===== src/rtl/core/crbs_pkg.sv =====
package crbs_pkg;

    localparam int DatW = 32;
    localparam int BszW = 17;
    localparam int MulW = DatW + BszW;
    localparam int CfgIdxW = 2;

    localparam logic [CfgIdxW-1:0] CFG_BLOCK_SIZE = 2'd0;
    localparam logic [CfgIdxW-1:0] CFG_FILE_SIZE = 2'd1;
    localparam logic [CfgIdxW-1:0] CFG_START_OFFSET = 2'd2;

    localparam logic [BszW-1:0] BLOCK_SIZE_RESET = 17'd128;

    // signatures, first byte in the low byte
    localparam logic [DatW-1:0] SIG_URL = 32'h204C5255;  // "URL "
    localparam logic [DatW-1:0] SIG_HASH = 32'h48534148; // "HASH"
    localparam logic [DatW-1:0] SIG_REDR = 32'h52444552; // "REDR"
    localparam logic [DatW-1:0] SIG_LEAK = 32'h4B41454C; // "LEAK"

    typedef enum logic [2:0] {
        KIND_ALLOC   = 3'd0,
        KIND_RECOV   = 3'd1,
        KIND_PARTIAL = 3'd2,
        KIND_TAINT   = 3'd3,
        KIND_ADVANCE = 3'd4
    } t_kind;

    typedef enum logic [1:0] {
        TYPE_UNDEF = 2'd0,
        TYPE_URL   = 2'd1,
        TYPE_REDIR = 2'd2,
        TYPE_LEAK  = 2'd3
    } t_itype;

    typedef struct packed {
        logic [DatW-1:0] signature;
        logic [DatW-1:0] header_blocks;
        logic            in_unallocated;
    } t_in_item;

    typedef struct packed {
        t_kind           kind;
        t_itype          rec_type;
        logic [DatW-1:0] item_offset;
        logic [DatW-1:0] item_size;
        logic [DatW-1:0] next_offset;
        logic            scan_done;
        logic            last;
    } t_out_item;

    typedef struct packed {
        logic            done;
        logic [MulW-1:0] product;
    } t_mul_stat;

    typedef struct packed {
        logic   detected;
        t_itype itype;
    } t_sig_class;

    function automatic t_sig_class sig_decode(input logic [DatW-1:0] sig);
        t_sig_class c;
        c.detected = 1'b1;
        c.itype = TYPE_UNDEF;
        if (sig == SIG_URL) begin
            c.itype = TYPE_URL;
        end else if (sig == SIG_HASH) begin
            c.itype = TYPE_UNDEF;
        end else if (sig == SIG_REDR) begin
            c.itype = TYPE_REDIR;
        end else if (sig == SIG_LEAK) begin
            c.itype = TYPE_LEAK;
        end else begin
            c.detected = 1'b0;
        end
        return c;
    endfunction

endpackage


===== src/rtl/core/crbs_mul.sv =====
module crbs_mul
    import crbs_pkg::*;
(
    input  logic            i_clk,
    input  logic            i_rst_n,
    input  logic            i_start,
    input  logic [DatW-1:0] i_mcand,
    input  logic [BszW-1:0] i_mplier,
    output t_mul_stat       o_stat
);

    localparam int CntW = $clog2(BszW);

    logic            r_busy;
    logic            r_done;
    logic [CntW-1:0] r_cnt;
    logic [MulW-1:0] r_acc;
    logic [MulW-1:0] r_mcand;
    logic [BszW-1:0] r_mplier;

    // one multiplier bit per cycle through a single adder
    always_ff @(posedge i_clk) begin
        if (!i_rst_n) begin
            r_busy <= 1'b0;
            r_done <= 1'b0;
            r_cnt <= '0;
        end else begin
            r_done <= 1'b0;
            if (i_start) begin
                r_busy <= 1'b1;
                r_cnt <= '0;
            end else if (r_busy) begin
                r_cnt <= r_cnt + CntW'(1);
                if (r_cnt == CntW'(BszW - 1)) begin
                    r_busy <= 1'b0;
                    r_done <= 1'b1;
                end
            end
        end
    end

    always_ff @(posedge i_clk) begin
        if (i_start) begin
            r_acc <= '0;
            r_mcand <= MulW'(i_mcand);
            r_mplier <= i_mplier;
        end else if (r_busy) begin
            if (r_mplier[0]) begin
                r_acc <= r_acc + r_mcand;
            end
            r_mcand <= r_mcand << 1;
            r_mplier <= r_mplier >> 1;
        end
    end

    assign o_stat.done = r_done;
    assign o_stat.product = r_acc;

endmodule


===== src/rtl/core/cache_record_block_scanner.sv =====
// Record block scanner for a cache file.
// Input channel (i_in_valid / o_in_stall) takes one record header request: the
// signature, block count and unallocated flag read at the offset last announced.
// Output channel (o_out_valid / i_out_stall) returns one to three result
// requests per header: taint or partial recovered, then allocated or recovered,
// then an advance with the next offset and done flag; the advance has last set.
// Configuration: i_cfg_we writes i_cfg_data to register i_cfg_idx (0 block
// size, 1 file size, 2 start offset). Writing the start offset starts a scan.
// Sequence: after accept, a header passes through the shift-add multiplier that
// forms block count times block size, the registering of its done flag, the
// range check and the result build before its first result; results are then
// offered in turn, each held until taken. A header read past the end of the
// file gives its single advance on the cycle after accept. o_in_stall stays
// high from accept until the advance is taken; one header is in flight at a
// time, so a new header is taken only after the previous advance is taken.
// A stalling receiver holds the current result; nothing is dropped.
// Reset: block size 128, file size and start offset 0, scan state cleared,
// channel idle and ready.
module cache_record_block_scanner
    import crbs_pkg::*;
(
    input  logic               i_clk,
    input  logic               i_rst_n,
    input  logic               i_in_valid,
    input  t_in_item           i_in_data,
    output logic               o_in_stall,
    output logic               o_out_valid,
    output t_out_item          o_out_data,
    input  logic               i_out_stall,
    input  logic               i_cfg_we,
    input  logic [CfgIdxW-1:0] i_cfg_idx,
    input  logic [DatW-1:0]    i_cfg_data
);

    typedef enum logic [2:0] {
        S_IDLE,
        S_MUL,
        S_CHECK,
        S_BUILD,
        S_EMIT
    } t_state;

    t_state r_state;

    // configuration
    logic [BszW-1:0] r_bsz;
    logic [DatW-1:0] r_fsz;

    // scan state
    logic [DatW-1:0] r_cur;
    logic [DatW-1:0] r_rem;
    logic [DatW-1:0] r_hrs;
    logic [DatW-1:0] r_hbc;
    t_itype          r_pend;
    logic            r_hp;

    // latched header
    logic            r_det;
    t_itype          r_new_type;
    logic            r_unal;
    logic [DatW-1:0] r_blocks;
    logic [DatW-1:0] r_size;

    t_out_item       r_res [3];

    logic [BszW-1:0] bs;
    t_sig_class      in_cls;
    logic            in_take;
    logic            out_take;
    logic [DatW-1:0] blocks0;
    logic            at_end;
    logic            mul_start;
    t_mul_stat       mul_stat;
    t_out_item       res_end;

    assign bs = (r_bsz == '0) ? BszW'(1) : r_bsz;
    assign in_cls = sig_decode(i_in_data.signature);
    assign o_in_stall = (r_state != S_IDLE);
    assign in_take = i_in_valid && !o_in_stall;
    assign o_out_valid = (r_state == S_EMIT);
    assign o_out_data = r_res[0];
    assign out_take = o_out_valid && !i_out_stall;
    assign at_end = (r_cur >= r_fsz);
    assign mul_start = in_take && !at_end;

    // block count before the range check
    always_comb begin
        if (in_cls.detected) begin
            blocks0 = i_in_data.header_blocks;
        end else if (r_rem == '0) begin
            blocks0 = DatW'(1);
        end else begin
            blocks0 = r_hbc;
        end
    end

    // lone advance for a header read past the end of the file
    always_comb begin
        res_end = '0;
        res_end.kind = KIND_ADVANCE;
        res_end.next_offset = r_cur;
        res_end.scan_done = 1'b1;
        res_end.last = 1'b1;
    end

    crbs_mul u_mul (
        .i_clk    (i_clk),
        .i_rst_n  (i_rst_n),
        .i_start  (mul_start),
        .i_mcand  (blocks0),
        .i_mplier (bs),
        .o_stat   (mul_stat)
    );

    // range check: blocks > (file length - offset) / bs  <=>  blocks * bs > that span
    logic [DatW-1:0] span;
    logic            forced;

    assign span = r_fsz - r_cur;
    assign forced = (r_blocks == '0) || (mul_stat.product > MulW'(span));

    // result build from latched header and scan state
    logic            rem_z;
    logic            taint_v;
    logic            part_v;
    logic            ab_v;
    t_itype          pend0;
    t_itype          pend1;
    t_itype          n_pend;
    logic [DatW-1:0] psize;
    logic [DatW-1:0] rem1;
    logic [DatW-1:0] rem2;
    logic [DatW-1:0] n_rem;
    logic [DatW-1:0] n_hrs;
    logic [DatW:0]   next_w;
    logic [DatW-1:0] n_cur;
    logic            n_hp;
    t_out_item       res_a;
    t_out_item       res_b;
    t_out_item       res_adv;

    always_comb begin
        rem_z = (r_rem == '0);
        taint_v = r_hp && rem_z && !r_det;
        pend0 = (!r_det && rem_z) ? TYPE_UNDEF : r_pend;
        part_v = r_det && !rem_z;
        psize = r_hrs - r_rem;
        pend1 = r_det ? r_new_type : pend0;
        rem1 = r_det ? '0 : r_rem;
        n_hp = part_v;
        n_pend = pend1;
        ab_v = 1'b0;
        rem2 = rem1;
        n_hrs = r_hrs;

        res_a = '0;
        res_b = '0;
        res_adv = '0;
        if (taint_v) begin
            res_a.kind = KIND_TAINT;
        end else begin
            res_a.kind = KIND_PARTIAL;
            res_a.rec_type = r_pend;
            res_a.item_offset = r_cur - psize;
            res_a.item_size = psize;
        end

        res_b.kind = KIND_ALLOC;
        res_b.rec_type = pend1;
        if (rem1 == '0) begin
            n_hrs = r_size;
            if (pend1 != TYPE_UNDEF) begin
                if (!r_unal) begin
                    ab_v = 1'b1;
                    res_b.item_offset = r_cur;
                    res_b.item_size = r_size;
                    n_hp = 1'b1;
                    n_pend = TYPE_UNDEF;
                end else begin
                    rem2 = r_size;
                end
            end
        end

        n_rem = rem2;
        if (rem2 == '0) begin
            next_w = {1'b0, r_cur} + {1'b0, n_hrs};
        end else begin
            next_w = {1'b0, r_cur} + (DatW + 1)'(bs);
            n_rem = (rem2 >= DatW'(bs)) ? rem2 - DatW'(bs) : '0;
            if (n_rem == '0) begin
                // record walked to its end: recover it whole
                ab_v = 1'b1;
                res_b.kind = KIND_RECOV;
                res_b.rec_type = n_pend;
                res_b.item_offset = next_w[DatW-1:0] - n_hrs;
                res_b.item_size = n_hrs;
                n_hp = 1'b1;
                n_pend = TYPE_UNDEF;
            end
        end

        // saturate offset at the top of the space
        n_cur = next_w[DatW] ? '1 : next_w[DatW-1:0];
        res_adv.kind = KIND_ADVANCE;
        res_adv.next_offset = n_cur;
        res_adv.scan_done = (n_cur >= r_fsz);
        res_adv.last = 1'b1;
    end

    // sequencer, configuration and scan state
    always_ff @(posedge i_clk) begin
        if (!i_rst_n) begin
            r_state <= S_IDLE;
            r_bsz <= BLOCK_SIZE_RESET;
            r_fsz <= '0;
            r_cur <= '0;
            r_rem <= '0;
            r_hrs <= '0;
            r_hbc <= '0;
            r_pend <= TYPE_UNDEF;
            r_hp <= 1'b0;
        end else begin
            case (r_state)
                S_IDLE: begin
                    if (in_take) begin
                        r_state <= at_end ? S_EMIT : S_MUL;
                    end
                end
                S_MUL: begin
                    if (mul_stat.done) begin
                        r_state <= S_CHECK;
                    end
                end
                S_CHECK: begin
                    r_state <= S_BUILD;
                end
                S_BUILD: begin
                    r_state <= S_EMIT;
                    r_cur <= n_cur;
                    r_rem <= n_rem;
                    r_hrs <= n_hrs;
                    r_hbc <= r_blocks;
                    r_pend <= n_pend;
                    r_hp <= n_hp;
                end
                S_EMIT: begin
                    if (out_take && r_res[0].last) begin
                        r_state <= S_IDLE;
                    end
                end
                default: begin
                    r_state <= S_IDLE;
                end
            endcase

            if (i_cfg_we) begin
                case (i_cfg_idx)
                    CFG_BLOCK_SIZE: r_bsz <= i_cfg_data[BszW-1:0];
                    CFG_FILE_SIZE: r_fsz <= i_cfg_data;
                    CFG_START_OFFSET: begin
                        // new scan: load offset, drop all record state
                        r_cur <= i_cfg_data;
                        r_rem <= '0;
                        r_hrs <= '0;
                        r_hbc <= '0;
                        r_pend <= TYPE_UNDEF;
                        r_hp <= 1'b0;
                    end
                    default: begin
                    end
                endcase
            end
        end
    end

    // header latch, checked count and result queue
    always_ff @(posedge i_clk) begin
        if (in_take) begin
            r_det <= in_cls.detected;
            r_new_type <= in_cls.itype;
            r_unal <= i_in_data.in_unallocated;
            r_blocks <= blocks0;
            if (at_end) begin
                r_res[0] <= res_end;
            end
        end
        if (r_state == S_CHECK) begin
            r_blocks <= forced ? DatW'(1) : r_blocks;
            r_size <= forced ? DatW'(bs) : mul_stat.product[DatW-1:0];
        end
        if (r_state == S_BUILD) begin
            // pack present results to the head of the queue
            if (taint_v || part_v) begin
                r_res[0] <= res_a;
                r_res[1] <= ab_v ? res_b : res_adv;
            end else begin
                r_res[0] <= ab_v ? res_b : res_adv;
                r_res[1] <= res_adv;
            end
            r_res[2] <= res_adv;
        end
        if (out_take) begin
            r_res[0] <= r_res[1];
            r_res[1] <= r_res[2];
        end
    end

    a_more_after_nonlast: assert property (@(posedge i_clk) disable iff (!i_rst_n)
        (out_take && !o_out_data.last) |=> o_out_valid)
        else $error("result run broken before its advance");

    a_idle_after_last: assert property (@(posedge i_clk) disable iff (!i_rst_n)
        (out_take && o_out_data.last) |=> (!o_out_valid && !o_in_stall))
        else $error("block not idle after final advance");

    a_last_is_advance: assert property (@(posedge i_clk) disable iff (!i_rst_n)
        (o_out_valid && o_out_data.last) |-> (o_out_data.kind == KIND_ADVANCE))
        else $error("last result is not an advance");

    a_mul_done_in_mul: assert property (@(posedge i_clk) disable iff (!i_rst_n)
        mul_stat.done |-> (r_state == S_MUL))
        else $error("multiplier finished outside its phase");

    a_start_from_idle: assert property (@(posedge i_clk) disable iff (!i_rst_n)
        mul_start |=> (r_state == S_MUL && !o_out_valid))
        else $error("multiply started without header in flight");

endmodule

===== config.mk =====
export PLATFORM = sky130hd
export DESIGN_NAME = cache_record_block_scanner
export DESIGN_NICKNAME = d
export VERILOG_FILES = /design/src/rtl/core/crbs_pkg.sv /design/src/rtl/core/crbs_mul.sv /design/src/rtl/core/cache_record_block_scanner.sv
export SDC_FILE = /design/constraint.sdc
export NUM_CORES = 2
export LEC_CHECK = 0
export ABC_AREA = 1
export BUFFER_PORTS_ARGS = -buffer_cell sky130_fd_sc_hd__buf_2
export CAP_MARGIN = 20
export CORE_UTILIZATION = 45
export CTS_CLUSTER_SIZE = 12
export DETAILED_ROUTE_END_ITERATION = 8
export PLACE_DENSITY = 0.64
export SYNTH_ARGS = -nofsm -noshare
export SYNTH_HDL_FRONTEND = slang
export SYNTH_SLANG_ARGS = --single-unit

===== constraint.sdc =====
create_clock -name i_clk -period 6.46 [get_ports i_clk]
set_input_delay 1.292 -clock i_clk [delete_from_list [all_inputs] [get_ports i_clk]]
set_output_delay 1.292 -clock i_clk [all_outputs]
set_load 0.02 [all_outputs]

Yosys cells after proc, flatten, opt, wreduce, memory -nomap -nowiden:

Memories as Yosys holds them, arrays and structs flattened.
Index checks and enable logic that the tools add are counted.

* add/sub/neg operators: 9
* $lt $le $gt $ge: 4
* eq/ne operators: 15
* mux-type cells: 97
* bitwise gates (word level): 7
* reduce and logical (&&, ||, !) cells: 35

Operators by type and width (number)
* two-way mux 32 bit: 27
* two-way mux 103 bit: 6
* two-way mux 64 bit: 3
* logical NOT 32 bit: 5
* two-way mux 67 bit: 2
* subtractor 32 bit: 4
* == test 32 x 31 -> 1 bit (second input constant): 3
* two-way mux 17 bit: 4
* two-way mux 66 bit: 1
* greater-or-equal comparator 32 bit: 2
* adder 49 bit: 1
* greater-than comparator 49 x 32 -> 1 bit: 1
* two-way mux 1 bit: 36
* adder 32 x 17 -> 33 bit: 1
* adder 32 x 32 -> 33 bit: 1
* two-way mux 33 bit: 1
* == test 32 x 30 -> 1 bit (second input constant): 1
* greater-or-equal comparator 32 x 17 -> 1 bit: 1
* subtractor 32 x 17 -> 32 bit: 1
* two-way mux 2 bit: 12
* logical NOT 17 bit: 1
* case mux 3 bit (5 select lines): 1
* two-way mux 3 bit: 4
* logical AND 1 bit: 8
* other kinds (21): 40

* bits in registers: 373
* memory bits (writable): 309
* input port bits: 104
* output and inout bits: 105
* word-level logic and storage cells: 191
* memories kept: 1

Memory list
* r_res: depth 3, width 103, rd ports 3, clocked after Yosys merged registers in 0, write ports 3, RTL line cache_record_block_scanner.sv:64 `t_out_item r_res [3];`

Logic depth before layout (Yosys ltp):

* depth in word-level cells: 15
* mapped depth: 44
* depth with buffers taken out: 41

Hierarchy:

Synthesis repeated with hierarchy kept, for this count alone.

* cell total of the unflattened synthesis: 6398
* area total of the unflattened synthesis: 44783.0 um^2

Modules (own cells, without submodules)
* cache_record_block_scanner: instances 1, cells an instance 4878, area an instance 35562.9 um^2, seq. area each 12792.3 um^2
* crbs_mul: instances 1, cells an instance 1520, area an instance 9220.1 um^2, seq. area each 2932.8 um^2

Worst setup path after synthesis:

No wires, ideal clock.

* kind: reg-to-reg
* from: reg r_rem[0]
* to: mem r_res[0][1] in the netlist's numbering (data pin)
* setup time: 0.368 ns
* arrival time: 5.680 ns
* data required time: 6.092 ns
* slack: 0.412 ns
* cell stages (with the launch flop): 43
* buffers on the path: 4
* period minus slack after synthesis: 6.048 ns
* cells stage by stage: dfxtp_1 nor2_1 nand2_1 nor2_1 nand2_1 nor2_4 nor2_1 buf_2 clkbuf_1 clkbuf_1 nor2_1 a21oi_1 inv_1 fa_1 nand3_1 nand2_1 a21oi_1 o21bai_1 [7 not listed] o21ai_0 o21ai_1 buf_2 o211ai_1 ha_1 a21oi_1 o21ai_0 nand4_1 nand3b_1 a21o_1 a21oi_1 o21ai_0 nand2_1 nand4_1 a21oi_1 o31ai_1 nand3_1 nand3_1

RTL lines
* start: declaration: RTL line cache_record_block_scanner.sv:51 `logic [DatW-1:0] r_rem;`
* start signal: assignment: RTL line cache_record_block_scanner.sv:241 `r_rem <= n_rem;`
* end: declaration: RTL line cache_record_block_scanner.sv:64

==> reports/metrics.yaml <==
regToRegSetupSlack_ns: 0.32
yosys_warnings: 0
maxCapViolCount: 0
cts_buffer_depth: 3
p_sw_uw: 8820
worstSetupStartpointType: "flop"
grt_pass1_wl_mm: 249
period_share: 0.950
synth_edf_count: 353
worstMarginPinSlew_ns: 1.06
ios: 209
drc: 0
worst_r2r_startpoint: "r_rem[31]"
hold_violations: 0
p_leak_uw: 0.0217
initial_core_util: 0.457
grt_max_degree: 113
synth_area_mm2: 0.0429
grt.overflow.total: 0
ys_seq_elements: 609
path_max_fanout: 33
firstDrtPassIters: 7
cts.sinks: 609
yosysSeqAreaShare: 0.367
avgSynthCellArea_um2: 7.36
routed_via_density: 5.67
criticalPathCategory: "reg -> reg"
p_sw_frac: 0.455
grt.total_usage: 0.344
antenna_found_initial: 4
clk_latency_ns: 0.68
internal-power_uw: 10600
path_buf_inv: 5
irDropWorstVdd_uv: 307
whs_path_depth: 2
antenna_left: 0
cts_tree: "done"
die_w_um: 311
final_nets: 6312
fillCellCount: 9453
maxSlewViolCount: 0
crit_required_ns: 6.86
instances_no_fill: 7210
ys_types: 57
max_freq_ghz: 0.163
core-area_mm2: 0.0939
final_area_mm2: 0.0474
clk_pin_slew_ns: 0.06
root_buffer: "clkbuf_16"
fin_crit_ns: 6.14
cpPeakStageDelay_ns: 0.58
clkPwrFrac: 0.223
path_delay_family: "compound AO/OA/AOI/OAI gates"
wl_mm: 170
r2r_end: "r_res[0][1]"
initialDrtViolationCount: 4211
vias: 40900
slowest_stage: "a21oi_1"
r2r_cells: 29
place_inst: 7064
fin_worst_skew_ns: 0.0229
ys.flop_type: "edfxtp_1"
outcome: "finished, final reports clean"
seqPwrFrac: 0.299
synthesis.nets: 6238
dieHeight_um: 311
syn_inst: 5821
synthArstFlopShare: 0
critPathCaptureType: "flop"
rsz0062_at_grt: "no"
seq_area_mm2: 0.0157
crit_start: "r_rem[31]"
critPathArrivalTime_ns: 6.53
relSlewSlack: 0.294
htree_levels: 3
final-setup-viol-count: 0
routabilityCongestion: 1.06
drive_gt1_frac: 0.0877
cts_buffers: 74
area_delta_synth_final_pct: 10.5
multi_input_area_mm2: 0.0228
grt_pass1_vias: 38500
tns_ns: 0
avgRoutedWirePerCell_um: 23.6
rows: 112
dp_hpwl_mm: 133
min_path_type: "reg -> reg"
hp-start: "r_hbc[0]"
power_density_mw_per_mm2: 409
io_buffer_count: 208
p_comb_frac: 0.478
worstHoldEndpoint: "r_hbc[0]"
die-area_mm2: 0.0965
dpl_cell_area_mm2: 0.0448
==> metal layers <==
metal / track usage / vias up / part of all wire
met5: 0 / - / 0.00023
met4: 0.181 / 6 / 0.059
met3: 0.0583 / 400 / 0.080
met2: 0.553 / 1798 / 0.45
met1: 0.444 / 19100 / 0.41
li1: - / 19600 / -
==> how the worst max path moves through the flow <==
| stage | depth (start not counted) | slack (ns) | endpoint |
|---|---|---|---|
| final | 29 | 0.32 | r_res[0][1] |
| after global routing | 44 | 0.009 | r_res[0][1] |
| after CTS | 32 | 0.06 | r_res[0][97] |
| after detailed placement | 32 | -0.04 | r_res[0][97] |
| after global placement | 32 | 0.008 | r_res[0][97] |
| after floorplan | 42 | 0.41 | r_res[0][1] |
==> sequential cells by signal, summed over array words and instances (netlist names), 2 cells and up <==
register and cells:
r_hbc 32, u_mul.r_mplier 17, r_res 236, r_hrs 32, r_size 32, r_fsz 32, u_mul.r_cnt 5, u_mul.r_acc 49
r_bsz 17, r_new_type 2, r_rem 32, r_blocks 32, u_mul.r_mcand 49, r_state 3, r_pend 2, r_cur 32
==> synth_stat cells (19+ instances only) <==
library cell,number,share of area
dfxtp_1,256,0.12
xnor2_1,83,0.017
o211ai_1,88,0.015
nand2_1,1222,0.11
inv_1,726,0.064
o21bai_1,39,0.0068
nand4_1,62,0.0090
a31oi_1,42,0.0061
and3_1,33,0.0048
buf_4,103,0.018
nor4_1,29,0.0042
clkbuf_1,191,0.017
edfxtp_1,353,0.25
ha_1,305,0.089
xor2_1,100,0.020
nand3_1,352,0.041
o21ai_0,474,0.055
buf_1,19,0.0017
a21oi_1,502,0.059
o21a_1,26,0.0046
nor2_1,555,0.049
nor3_1,51,0.0060
or2_2,22,0.0032
a21boi_0,38,0.0067
==> cell type report <==
type,instances,share of cell area
clock inverters,38,0.0100
inverters,733,0.0581
multi-input cells,4143,0.482
repair buffers,334,0.0430
diodes,1,0.0000528
clock buffers,98,0.0419
flip-flops and latches,609,0.332
well taps,1254,0.0331
==> through the flow <==
stage / hold WS (ns) / util / setup WS, ns / power (uW)
after detailed placement: 0.453 / 0.477 / -0.0440 / 14900
after global routing: 0.494 / 0.504 / 0.00868 / 20500
after floorplan: 0.423 / - / 0.412 / 12000
final: 0.467 / 0.504 / 0.324 / 19400
after global placement: 0.443 / 0.476 / 0.00752 / 14800
after CTS: 0.462 / 0.503 / 0.0610 / 19200
==> worst min-delay path, stage by stage (launching register included) <==
cell     delay [ns]
dfxtp_1        0.29
inv_1          0.07
a21oi_1        0.06
==> cells by family (layout without fill, tap and decap cells) <==
logic type / count (synthesis) / in the layout / share of synthesized area
flops: 609 / 609 / 0.367
mux: 1 / 1 / 0.000234
other cells: 0 / 1 / 0
buf+inv: 1069 / 1203 / 0.105
compound gates: 1296 / 1296 / 0.169
simple gates: 2350 / 2350 / 0.229
xor+xnor: 183 / 183 / 0.0374
fa+ha+maj: 313 / 313 / 0.0928
==> cells in the final DEF, fill, tap and decap left out, drive strengths merged, types with 43 or more instances in the layout <==
cell | netlist | routed
a21oi | 502 | 502
a31oi | 43 | 43
buf | 145 | 334
clkbuf | 191 | 98
dfxtp | 256 | 256
edfxtp | 353 | 353
ha | 305 | 305
inv | 730 | 733
nand2 | 1226 | 1226
nand3 | 353 | 353
nand4 | 62 | 62
nor2 | 563 | 563
nor3 | 51 | 51
o211ai | 88 | 88
o21ai | 490 | 490
xnor2 | 83 | 83
xor2 | 100 | 100
==> power by group through the flow <==
stage / Combinational, uW / Clock, uW / Sequential [uW]
4_1_cts: 9070 / 4370 / 5780
3_5_place_dp: 9030 / 0 / 5860
3_3_place_gp: 8980 / 0 / 5850
2_1_floorplan: 6440 / 0 / 5560
5_1_grt: 10200 / 4510 / 5830
6_report: 9270 / 4330 / 5790
==> timing repair <==
item                                    4_1_cts  5_1_grt
hold buffers                                  0        0
pin swaps                                     0        3
hold endpoints to repair                      0        0
gates cloned                                  0        1
gates resized for setup                       1       22
endpoints found under the setup margin        2       74
setup buffers                                 0        7
Power figures use the tool's default switching activity.
